==> config.mk <==
export PLATFORM = sky130hd
export DESIGN_NAME = uri_percent_encoder
export DESIGN_NICKNAME = d
export VERILOG_FILES = /design/src/sv/upe_pkg.sv /design/src/sv/upe_front.sv /design/src/sv/upe_fifo.sv /design/src/sv/upe_back.sv /design/src/sv/uri_percent_encoder.sv
export SDC_FILE = /design/constraint.sdc
export NUM_CORES = 1
export LEC_CHECK = 0
export BUFFER_PORTS_ARGS = -buffer_cell sky130_fd_sc_hd__buf_4
export CELL_PAD_IN_SITES_DETAIL_PLACEMENT = 2
export CELL_PAD_IN_SITES_GLOBAL_PLACEMENT = 2
export CORE_MARGIN = 2
export CORE_UTILIZATION = 34
export DETAILED_ROUTE_END_ITERATION = 10
export PLACE_DENSITY = 0.76
export SYNTH_ARGS = -nofsm -noshare
export SYNTH_HDL_FRONTEND = slang
export SYNTH_SLANG_ARGS = --single-unit
export TNS_END_PERCENT = 100
==> constraint.sdc <==
create_clock -name clk_i -period 4.6 [get_ports clk_i]
set_clock_uncertainty 0.15 [all_clocks]
set_input_delay 0.46 -clock clk_i [delete_from_list [all_inputs] [get_ports clk_i]]
set_output_delay 0.46 -clock clk_i [all_outputs]
set_load 0.01 [all_outputs]
==> src/sv/upe_pkg.sv <==
// Shared types, constants and helper functions for the URI percent encoder.
// No dependencies; imported by every RTL module of the block.
package upe_pkg;

  localparam int unsigned UnitW    = 16;
  localparam int unsigned CharW    = 7;
  localparam int unsigned AddrW    = 3;
  localparam int unsigned FifoDepth = 2;

  // Register index, taken from paddr[2]
  localparam logic RegEscapeReserved = 1'b0;

  localparam logic [CharW-1:0] CharPct = 7'h25;

  // One unit of work handed from the front to the back
  typedef struct packed {
    logic             literal;  // single character, no escaping
    logic [CharW-1:0] ch;
    logic [1:0]       n_m1;     // octet count minus one
    logic [3:0][7:0]  oct;      // octet 0 is sent first
    logic             last;     // string end
  } job_t;

  function automatic logic [CharW-1:0] hex_char(logic [3:0] nib);
    logic [CharW-1:0] c;
    if (nib < 4'd10) begin
      c = 7'h30 + {3'b000, nib};
    end else begin
      c = 7'h37 + {3'b000, nib};
    end
    return c;
  endfunction

  function automatic logic needs_escape(logic [CharW-1:0] c, logic esc_res);
    logic excl;
    logic resv;
    excl = 1'b0;
    resv = 1'b0;
    unique case (c)
      7'h20, 7'h22, 7'h23, 7'h25, 7'h3C, 7'h3E,
      7'h5C, 7'h5E, 7'h60, 7'h7B, 7'h7C, 7'h7D: excl = 1'b1;
      7'h24, 7'h26, 7'h2B, 7'h2C, 7'h2F, 7'h3A,
      7'h3B, 7'h3D, 7'h3F, 7'h40, 7'h5B, 7'h5D: resv = 1'b1;
      default: ;
    endcase
    return (c < 7'h20) || (c == 7'h7F) || excl || (resv && esc_res);
  endfunction

endpackage

==> src/sv/upe_front.sv <==
// Front end: accepts code units, pairs surrogates and builds octet jobs.
// Depends on upe_pkg.
module upe_front (
  input  logic                     clk_i,
  input  logic                     rst_ni,
  input  logic                     esc_res_i,
  input  logic                     in_valid_i,
  output logic                     in_ready_o,
  input  logic [upe_pkg::UnitW-1:0] unit_i,
  input  logic                     end_i,
  input  logic                     q_full_i,
  output logic                     push_o,
  output upe_pkg::job_t            job_o
);
  import upe_pkg::*;

  logic       pend_q, pend_d;
  logic [9:0] hbits_q, hbits_d;
  logic       accept;
  logic       is_high;
  logic       hold;
  logic [10:0] h;
  logic [9:0]  hi10, lo10;

  assign in_ready_o = !q_full_i;
  assign accept     = in_valid_i && !q_full_i;
  assign is_high    = (unit_i[15:10] == 6'b110110);
  assign hold       = !pend_q && is_high && !end_i;
  assign push_o     = accept && !hold;

  assign hi10 = pend_q ? hbits_q : unit_i[9:0];
  assign lo10 = pend_q ? unit_i[9:0] : 10'd0;
  assign h    = {1'b0, hi10} + 11'h040;

  always_comb begin
    job_o         = '0;
    job_o.ch      = unit_i[6:0];
    job_o.last    = end_i;
    if (pend_q || is_high) begin
      job_o.n_m1   = 2'd3;
      job_o.oct[0] = {5'b11110, h[10:8]};
      job_o.oct[1] = {2'b10, h[7:2]};
      job_o.oct[2] = {2'b10, h[1:0], lo10[9:6]};
      job_o.oct[3] = {2'b10, lo10[5:0]};
    end else if (unit_i[15:7] == '0) begin
      job_o.literal = !needs_escape(unit_i[6:0], esc_res_i);
      job_o.n_m1    = 2'd0;
      job_o.oct[0]  = unit_i[7:0];
    end else if (unit_i[15:11] == '0) begin
      job_o.n_m1   = 2'd1;
      job_o.oct[0] = {3'b110, unit_i[10:6]};
      job_o.oct[1] = {2'b10, unit_i[5:0]};
    end else begin
      job_o.n_m1   = 2'd2;
      job_o.oct[0] = {4'b1110, unit_i[15:12]};
      job_o.oct[1] = {2'b10, unit_i[11:6]};
      job_o.oct[2] = {2'b10, unit_i[5:0]};
    end
  end

  always_comb begin
    pend_d  = pend_q;
    hbits_d = hbits_q;
    if (accept) begin
      if (hold) begin
        pend_d  = 1'b1;
        hbits_d = unit_i[9:0];
      end else begin
        pend_d  = 1'b0;
        hbits_d = '0;
      end
    end
  end

  always_ff @(posedge clk_i or negedge rst_ni) begin
    if (!rst_ni) begin
      pend_q  <= 1'b0;
      hbits_q <= '0;
    end else begin
      pend_q  <= pend_d;
      hbits_q <= hbits_d;
    end
  end

endmodule

==> src/sv/upe_fifo.sv <==
// Short job queue between the front and back ends.
// Depends on upe_pkg for the job type and depth.
module upe_fifo (
  input  logic          clk_i,
  input  logic          rst_ni,
  input  logic          push_i,
  input  upe_pkg::job_t wdata_i,
  output logic          full_o,
  input  logic          pop_i,
  output logic          valid_o,
  output upe_pkg::job_t rdata_o
);
  import upe_pkg::*;

  localparam int unsigned PtrW = (FifoDepth > 1) ? $clog2(FifoDepth) : 1;
  localparam int unsigned CntW = $clog2(FifoDepth + 1);
  localparam logic [PtrW-1:0] PtrMax = PtrW'(FifoDepth - 1);
  localparam logic [CntW-1:0] CntFull = CntW'(FifoDepth);

  job_t            mem_q [FifoDepth];
  logic [PtrW-1:0] wptr_q, rptr_q;
  logic [CntW-1:0] cnt_q;
  logic            do_push, do_pop;

  assign full_o  = (cnt_q == CntFull);
  assign valid_o = (cnt_q != '0);
  assign rdata_o = mem_q[rptr_q];
  assign do_push = push_i && !full_o;
  assign do_pop  = pop_i && valid_o;

  always_ff @(posedge clk_i) begin
    if (do_push) begin
      mem_q[wptr_q] <= wdata_i;
    end
  end

  always_ff @(posedge clk_i or negedge rst_ni) begin
    if (!rst_ni) begin
      wptr_q <= '0;
      rptr_q <= '0;
      cnt_q  <= '0;
    end else begin
      if (do_push) begin
        wptr_q <= (wptr_q == PtrMax) ? '0 : wptr_q + PtrW'(1);
      end
      if (do_pop) begin
        rptr_q <= (rptr_q == PtrMax) ? '0 : rptr_q + PtrW'(1);
      end
      if (do_push && !do_pop) begin
        cnt_q <= cnt_q + CntW'(1);
      end else if (do_pop && !do_push) begin
        cnt_q <= cnt_q - CntW'(1);
      end
    end
  end

endmodule

==> src/sv/upe_back.sv <==
// Back end: walks each job into characters, "%HH" per octet, into an output register.
// Depends on upe_pkg.
module upe_back (
  input  logic                     clk_i,
  input  logic                     rst_ni,
  input  logic                     job_valid_i,
  input  upe_pkg::job_t            job_i,
  output logic                     pop_o,
  output logic                     out_valid_o,
  input  logic                     out_ready_i,
  output logic [upe_pkg::CharW-1:0] out_char_o,
  output logic                     run_last_o,
  output logic                     text_last_o
);
  import upe_pkg::*;

  typedef enum logic [1:0] {
    PhPct,
    PhHi,
    PhLo
  } phase_e;

  phase_e           ph_q;
  logic [1:0]       oct_q;
  logic             vld_q;
  logic [CharW-1:0] char_q;
  logic             rl_q, tl_q;

  logic             adv;
  logic             last_char;
  logic [7:0]       octet;
  logic [CharW-1:0] ch;

  assign octet     = job_i.oct[oct_q];
  assign adv       = job_valid_i && (!vld_q || out_ready_i);
  assign last_char = job_i.literal || ((ph_q == PhLo) && (oct_q == job_i.n_m1));
  assign pop_o     = adv && last_char;

  always_comb begin
    if (job_i.literal) begin
      ch = job_i.ch;
    end else begin
      unique case (ph_q)
        PhPct:   ch = CharPct;
        PhHi:    ch = hex_char(octet[7:4]);
        PhLo:    ch = hex_char(octet[3:0]);
        default: ch = CharPct;
      endcase
    end
  end

  always_ff @(posedge clk_i or negedge rst_ni) begin
    if (!rst_ni) begin
      ph_q   <= PhPct;
      oct_q  <= '0;
      vld_q  <= 1'b0;
      char_q <= '0;
      rl_q   <= 1'b0;
      tl_q   <= 1'b0;
    end else if (adv) begin
      vld_q  <= 1'b1;
      char_q <= ch;
      rl_q   <= last_char;
      tl_q   <= last_char && job_i.last;
      if (last_char) begin
        ph_q  <= PhPct;
        oct_q <= '0;
      end else begin
        unique case (ph_q)
          PhPct:   ph_q <= PhHi;
          PhHi:    ph_q <= PhLo;
          PhLo: begin
            ph_q  <= PhPct;
            oct_q <= oct_q + 2'd1;
          end
          default: ph_q <= PhPct;
        endcase
      end
    end else if (out_ready_i) begin
      vld_q <= 1'b0;
    end
  end

  assign out_valid_o = vld_q;
  assign out_char_o  = char_q;
  assign run_last_o  = rl_q;
  assign text_last_o = tl_q;

endmodule

==> src/sv/uri_percent_encoder.sv <==
// Top level of the URI percent encoder: config register, front end, job queue, back end.
// Depends on upe_pkg, upe_front, upe_fifo and upe_back.
//
//  channel  | dir | handshake              | payload
//  s_axis   | in  | tvalid/tready          | tdata[15:0] code_unit, tlast string_end
//  m_axis   | out | tvalid/tready          | tdata[6:0] out_char, tuser run_last,
//           |     |                        | tlast text_last
//  apb      | in  | psel/penable/pready    | reg 0 @ 0x0: escape_reserved
//
// The back end emits one character per cycle while m_axis_tready allows: a literal unit
// is one character, each escaped octet three ("%HH"), so a unit yields 1, 3, 6, 9 or 12
// characters (a held high surrogate emits nothing). A two-entry job queue lets the front
// take units while the back drains; s_axis_tready drops only when the queue is full.
// Reset clears the held surrogate, the queue and the output register.
module uri_percent_encoder (
  input  logic                      clk_i,
  input  logic                      rst_ni,
  // stream in
  input  logic                      s_axis_tvalid,
  output logic                      s_axis_tready,
  input  logic [15:0]               s_axis_tdata,  // [15:0] code_unit
  input  logic                      s_axis_tlast,
  // stream out
  output logic                      m_axis_tvalid,
  input  logic                      m_axis_tready,
  output logic [7:0]                m_axis_tdata,  // [6:0] out_char, [7] zero
  output logic                      m_axis_tuser,  // [0] run_last
  output logic                      m_axis_tlast,
  // config
  input  logic                      psel,
  input  logic                      penable,
  input  logic                      pwrite,
  input  logic [upe_pkg::AddrW-1:0] paddr,
  input  logic [31:0]               pwdata,
  output logic [31:0]               prdata,
  output logic                      pready
);
  import upe_pkg::*;

  logic             esc_res_q;
  logic             q_full, push, pop, job_valid;
  job_t             wjob, rjob;
  logic [CharW-1:0] out_char;

  assign pready = 1'b1;
  assign prdata = (paddr[2] == RegEscapeReserved) ? {31'd0, esc_res_q} : 32'd0;

  always_ff @(posedge clk_i or negedge rst_ni) begin
    if (!rst_ni) begin
      esc_res_q <= 1'b0;
    end else if (psel && penable && pwrite && pready && (paddr[2] == RegEscapeReserved)) begin
      esc_res_q <= pwdata[0];
    end
  end

  upe_front u_front (
    .clk_i      (clk_i),
    .rst_ni     (rst_ni),
    .esc_res_i  (esc_res_q),
    .in_valid_i (s_axis_tvalid),
    .in_ready_o (s_axis_tready),
    .unit_i     (s_axis_tdata),
    .end_i      (s_axis_tlast),
    .q_full_i   (q_full),
    .push_o     (push),
    .job_o      (wjob)
  );

  upe_fifo u_fifo (
    .clk_i   (clk_i),
    .rst_ni  (rst_ni),
    .push_i  (push),
    .wdata_i (wjob),
    .full_o  (q_full),
    .pop_i   (pop),
    .valid_o (job_valid),
    .rdata_o (rjob)
  );

  upe_back u_back (
    .clk_i       (clk_i),
    .rst_ni      (rst_ni),
    .job_valid_i (job_valid),
    .job_i       (rjob),
    .pop_o       (pop),
    .out_valid_o (m_axis_tvalid),
    .out_ready_i (m_axis_tready),
    .out_char_o  (out_char),
    .run_last_o  (m_axis_tuser),
    .text_last_o (m_axis_tlast)
  );

  assign m_axis_tdata = {1'b0, out_char};

endmodule

==> qor.csv, run 1 <==
stage,metric,value,unit
die,dieArea,17610,um^2
synth,synth_top_area_share,41.60,%
finish,synthToLayoutAreaGrowth,11.78,%
die,chipWidth,132.7,um
finish,regArea,3093,um^2
clock_tree,cts_max_path_buffers,2,
sta,period_needed,3.035,ns
outcome,outcome,"finished, final reports clean",
synth,yosysWarnings,0,
sta,rsz0062_at_grt,false,
synth,synthTopCellsByArea,"edfxtp_1 (42%), dfrtp_1 (13%), mux4_2 (4.8%)",
clock_tree,clkSinkCount,108,
setup_path,critPathKind,flip-flop to flip-flop,
die,io_pins,104,
global_route,grt-ovfl-total,0,
route,drt-initial-drc-count,198,
clock_tree,clkLatencyLatePin,0.36,ns
synth,yosys.area.top_type,edfxtp_1,
finish,nFillCells,1704,
setup_path,worstPathArrival,3.13,ns
clock_tree,h-tree-depth,3,
setup_path,crit_required,4.69,ns
sta,worst_pin_slew,1.037,ns
synth,avgSynthCellArea,12.48,um^2
sta,slew_viol_final,0,
route,first_pass_iters,4,
die,rows,47,
synth,synth_seq_cells,108,
synth,synth_flop_cell,edfxtp_1,
finish,diodes,0,
sta,fin_tns_setup,0,ns
synth,syn_area,5630,um^2
finish,multi_input_area,2226,um^2
global_route,grt_antenna_before_repair,0,
finish,num-nets-final,546,
job,maxCapViolations,0,
finish,drive_gt1_share,18.60,%
synth,synthCells,451,
global_route,met3_usage,2.797,%
power,p_total,0.003865,W
global_route,grt_max_degree,40,
clock_tree,path_clk_slew,0.08,ns
power,power.leakage,2.372,nW
synth,yosysMostFrequentCell,edfxtp_1,
sta,whs,0.1946,ns
synth,ys_seq_area_share,54.93,%
setup_path,rr_worst_depth,7,
route,post_drt_wl_per_cell,22.30,um
setup_path,rr_startpoint,u_back.oct_q[1]$_DFFE_PN0P_,
global_route,grt_use_met2,32.04,%
sta,setup_viol,0,
clock_tree,cts_tree,built,
min_path,hold_path_depth,2,
die,coreArea,16410,um^2
placement,globalplace.congestion,0.7711,
finish,fin_util,38.36,%
setup_path,crit_chain,mux4_2 -> mux2i_4 -> ha_1 -> nand2_1 -> mux2i_1 -> a221oi_1 -> o21ai_1,
placement,dp_slack,1.524,ns
synth,synth_edf_count,78,
sta,hold_viol,0,
global_route,grt_pass1_wl,24.12,mm
synth,async_reset_ff_share,27.78,%
route,vias,3750,
sta,fin_crit_sh,65.99,%
synth,synthTopCellsByCount,"edfxtp_1 (78), buf_4 (34), dfrtp_1 (30), nand2_1 (30), nor2_1 (30)",
min_path,hp-class,input pin to flip-flop,
setup_path,cp-end-kind,flip-flop,
clock_tree,cts_buffers,9,
sta,slew_headroom,30.61,%
die,die_h,132.7,um
min_path,hold_start,pwdata[0],
synth,synth.distinct_cells,62,
min_path,whs_endpoint,esc_res_q$_DFFE_PN0P_,
setup_path,worst_path_max_delay_cell,dfrtp_1,
clock_tree,root_buffer,clkbuf_16,
power,ir_worst_vdd,0.0002421,V
sta,fmax,0.3295,GHz
placement,dp_hpwl,10.98,mm
route,remaining_drc_errors,0,
setup_path,regToRegEndpoint,u_back.out_char_o[2]$_DFFE_PN0P_,
global_route,met1_usage,22.99,%
global_route,busiest_layer,met2,
die,start_util,34.32,%
global_route,track_usage,18.37,%
global_route,grt_pass1_vias,4082,
setup_path,reg2reg_slack,1.56,ns
setup_path,crit_fanout,19,
setup_path,crit_path_max_incr_delay,1.00,ns
setup_path,startpoint_type,flip-flop,
clock_tree,cts_setup_buffers,0,
route,drt-vias-per-instance,5.327,
sta,setup_slack,1.565,ns
power,p_per_area,614.2,nW/um^2
route,antenna_left,0,
route,wl,15.70,mm
placement,port-buffer-count,37,
==> report_power, final <==
group / internal (W) / leakage (nW) / switching [W]
combinational: 0.000616 / 1.13 / 0.000917
sequential: 0.00137 / 1.09 / 0.000132
clock: 0.000460 / 0.153 / 0.000369
==> logic make-up after synthesis <==
| kind of cell | Yosys count | share of synthesized area, % |
|---|---|---|
| compound gates | 97 | 12.02 |
| xor+xnor | 14 | 2.311 |
| fa+ha+maj | 8 | 1.778 |
| buf+inv | 70 | 7.689 |
| flops | 108 | 54.93 |
| mux | 41 | 11.42 |
| other cells | 2 | 0.1334 |
| simple gates | 111 | 9.711 |
==> cell type report <==
type / count / share of cell area [%]
clock buffers: 12 / 4.095
clock inverters: 4 / 0.8350
inverters: 9 / 0.5368
multi-input cells: 304 / 35.37
flip-flops and latches: 108 / 49.15
well taps: 220 / 4.374
repair buffers: 47 / 5.646
==> flip-flops by register name (all words and copies together), names as in the netlist <==
signal,cells
u_fifo.mem_q,78
u_back.text_last_o,1
u_back.run_last_o,1
u_front.pend_q,1
u_fifo.cnt_q,2
esc_res_q,1
u_back.ph_q,2
u_fifo.wptr_q,1
u_front.hbits_q,10
u_back.out_char_o,7
u_back.out_valid_o,1
u_fifo.rptr_q,1
u_back.oct_q,2
==> stage by stage <==
stage,cells,area (um^2)
final,704,6294
after detailed placement,687,5973
after floorplan,482,5747
after global routing,704,6294
after CTS,704,6294
after global placement,687,5973
==> worst max-delay path, delay by kind of cell (launching register included) <==
family / cells / cell delay, ns
AO/OA/AOI/OAI: 2 / 0.51
AND/OR/NAND/NOR: 1 / 0.08
adder cells (fa/ha/maj): 1 / 0.24
flip-flops: 1 / 1.00
multiplexers: 3 / 0.92
==> worst max path at each step <==
| stage | start | to | slack (ns) | cells past startpoint |
|---|---|---|---|---|
| finish | u_back.oct_q[1]$_DFFE_PN0P_ | u_back.out_char_o[2]$_DFFE_PN0P_ | 1.56 | 7 |
| CTS | u_fifo.rptr_q$_DFFE_PN0P_ | u_back.out_char_o[2]$_DFFE_PN0P_ | 1.52 | 8 |
| floorplan | u_fifo.cnt_q[0]$_DFFE_PN0P_ | u_fifo.mem_q[0][0]$_DFFE_PP_ | 0.12 | 5 |
| global placement | s_axis_tdata[14] | u_fifo.mem_q[0][2]$_DFFE_PP_ | 1.57 | 7 |
| detailed placement | s_axis_tdata[14] | u_fifo.mem_q[0][2]$_DFFE_PP_ | 1.52 | 7 |
| global route | u_fifo.rptr_q$_DFFE_PN0P_ | u_back.out_char_o[2]$_DFFE_PN0P_ | 1.44 | 8 |
==> placed cells by master, fill, tap and decap left out, types with 4 or more instances in the layout <==
cell	instances
and2_1	7
conb_1	33
nand3_1	15
inv_1	9
edfxtp_1	78
buf_4	46
nor2_1	30
a21oi_1	18
a32o_1	4
a31oi_1	5
ha_1	8
o21ai_0	21
nand2_1	30
nand2b_1	6
o21a_1	4
mux2_2	5
nor3_1	5
xnor2_1	5
xor2_1	8
clkbuf_16	10
mux2i_1	17
mux4_2	12
a21o_1	4
mux2i_4	4
dfrtp_1	30
a22o_1	10
==> what timing repair did <==
item	4_1_cts	5_1_grt
endpoints found under the hold margin	30	0
gates resized for setup	0	0
hold buffers	1	0
==> metal layers <==
metal  part of all wire (%)  vias up
li1                       -     1671
met3                    3.5       20
met2                     52       86
met5                      0        -
met1                     43     1973
met4                    2.2        0
Power figures use the tool's default switching activity.
==> run 2: changes to the inputs <==
- CORE_UTILIZATION: 34 -> 37
- PLACE_DENSITY: 0.76 -> 0.78
- clock period: 4.6 -> 3 ns (I/O delays scaled with it)
==> qor.csv, run 2 (synthesis results as in run 1) <==
stage,metric,value,unit
setup_path,rr_startpoint,u_fifo.rptr_q$_DFFE_PN0P_,
setup_path,crit_end,u_back.out_char_o[2]$_DFFE_PN0P_,
sta,rsz0062_at_grt,false,
sta,whs,0.03641,ns
outcome,outcome,"finished, final reports clean",
route,wl,15.23,mm
global_route,grt_pass1_wl,24.20,mm
finish,num-nets-final,558,
power,p_int,0.003818,W
clock_tree,clkSinkCount,108,
setup_path,rr_worst_depth,8,
route,remaining_drc_errors,0,
route,first_pass_iters,4,
setup_path,regToRegEndpoint,u_back.out_char_o[2]$_DFFE_PN0P_,
min_path,hp-class,input pin to flip-flop,
route,drt-initial-drc-count,233,
route,vias,3712,
setup_path,crit_path_max_incr_delay,0.64,ns
sta,period_needed,2.753,ns
die,dieArea,16220,um^2
placement,placed_cell_area,6055,um^2
finish,layout_common_cells,"edfxtp_1 (78), buf_4 (56), conb_1 (33)",
clock_tree,cts_max_path_buffers,2,
power,power_frac_clock,20.6,%
setup_path,reg2reg_slack,0.25,ns
route,antenna_left,0,
placement,globalplace.congestion,0.7906,
global_route,grt-ovfl-total,0,
finish,drive_gt1_share,20.97,%
setup_path,crit_required,3.09,ns
sta,fin_crit_sh,91.77,%
sta,slew_viol_final,0,
setup_path,crit_buf_inv,1,
die,coreArea,15030,um^2
setup_path,startpoint,u_fifo.rptr_q$_DFFE_PN0P_,
clock_tree,cts_buffers,9,
clock_tree,post_cts_resized,0,
setup_path,worstPathArrival,2.84,ns
global_route,grt_max_degree,40,
route,post_drt_wl_per_cell,22.27,um
placement,port-buffer-count,37,
setup_path,crit_fanout,21,
power,swShare,36.27,%
finish,synthToLayoutAreaGrowth,13.27,%
finish,regMostFlops,u_fifo.mem_q,
global_route,grt_pass1_vias,4075,
sta,hold_viol,0,
global_route,track_usage,19.95,%
clock_tree,path_clk_slew,0.08,ns
sta,setup_viol,0,
die,die_h,127.4,um
placement,dp_hpwl,10.93,mm
power,netSwitchingPower,0.002173,W
finish,nFillCells,1522,
sta,worst_pin_slew,0.7585,ns
clock_tree,h-tree-depth,3,
clock_tree,cts_tree,built,
finish,largest_reg_flops,78,
power,seq_power_share,38.9,%
setup_path,cp-end-kind,flip-flop,
die,start_util,37.45,%
setup_path,worst_path_max_delay_cell,mux4_1,
setup_path,crit_chain,buf_12 -> mux4_1 -> mux2i_4 -> ha_1 -> a21oi_1 -> a31o_1 -> a221oi_1 -> o21ai_1,
route,drt-vias-per-instance,5.427,
sta,slew_headroom,49.09,%
sta,fmax,0.3632,GHz
clock_tree,clkLatencyLatePin,0.36,ns
finish,design_area,6377,um^2
sta,fin_tns_setup,0,ns
setup_path,crit_family,multiplexers,
global_route,grt_antenna_before_repair,0,
setup_path,worstSetupPathDepth,8,
die,chipWidth,127.4,um
finish,diodes,0,
power,pwr-share-comb,40.5,%
power,power.leakage,2.446,nW
power,p_per_area,939.4,nW/um^2
job,maxCapViolations,0,
die,rows,45,
die,io_pins,104,
min_path,hold_path_depth,1,
setup_path,startpoint_type,flip-flop,
clock_tree,root_buffer,clkbuf_16,
power,ir_worst_vdd,0.0003663,V
finish,layout_commonest_cell,edfxtp_1,
setup_path,critPathKind,flip-flop to flip-flop,
==> run 2: cell types whose count changed in the layout (fill, tap and decap cells not counted), moves of 2 or more <==
cell and delta:
clkbuf_8 +2, buf_12 +2, buf_4 +10, clkbuf_1 -2
==> run 2: metal layers <==
| layer | track usage, % | up-vias | wire (um) |
|---|---|---|---|
| met1 | 25.18 | 1944 | 6600 |
| met5 | 0 | - | 0 |
| li1 | - | 1688 | - |
| met4 | 6.206 | 0 | 198 |
| met2 | 35.20 | 66 | 8056 |
| met3 | 3.224 | 14 | 378 |
==> run 2: worst min path at each step <==
stage	startpoint	endpoint	slack, ns
floorplan	rst_ni	esc_res_q$_DFFE_PN0P_	-0.15
global placement	rst_ni	u_back.run_last_o$_DFFE_PN0P_	0.11
detailed placement	rst_ni	u_back.out_valid_o$_DFFE_PN0P_	0.13
CTS	s_axis_tlast	u_fifo.mem_q[1][0]$_DFFE_PP_	0.02
global route	s_axis_tlast	u_fifo.mem_q[1][0]$_DFFE_PP_	0.02
finish	s_axis_tlast	u_fifo.mem_q[1][0]$_DFFE_PP_	0.04
==> run 2: final cells by class <==
cell class                      count  area, um^2  area share [%]
Multi-Input combinational cell    304        2232           35.00
Inverter                            9       33.78          0.5297
Clock inverter                      4       35.03          0.5493
Tap cell                          188       235.2           3.688
Timing Repair Buffer               59       470.5           7.377
Sequential cell                   108        3093           48.50
Clock buffer                       12       277.8           4.355
==> run 2: power by group through the flow <==
stage                     clock [W]  sequential (W)  combinational, W
final                       0.00124         0.00233           0.00243
after global routing        0.00132         0.00237           0.00267
after CTS                   0.00127         0.00234           0.00246
after detailed placement          0         0.00237           0.00244
after global placement            0         0.00232           0.00231
after floorplan                   0         0.00227           0.00173
==> run 2: through the flow <==
stage	util [%]	instances	setup slack [ns]	power (W)
3_5_place_dp	40.27	667	0.2611	0.004808
2_1_floorplan	-	482	0.3059	0.003993
5_1_grt	42.42	684	0.07741	0.006365
6_report	42.42	684	0.2469	0.005991
4_1_cts	42.42	684	0.2353	0.006065
3_3_place_gp	40.27	667	0.3135	0.004631
==> run 2: timing repair <==
action,4_1_cts,5_1_grt
endpoints found under the setup margin,0,0
hold endpoints to repair,30,0
setup buffers,0,0
hold buffers,1,0
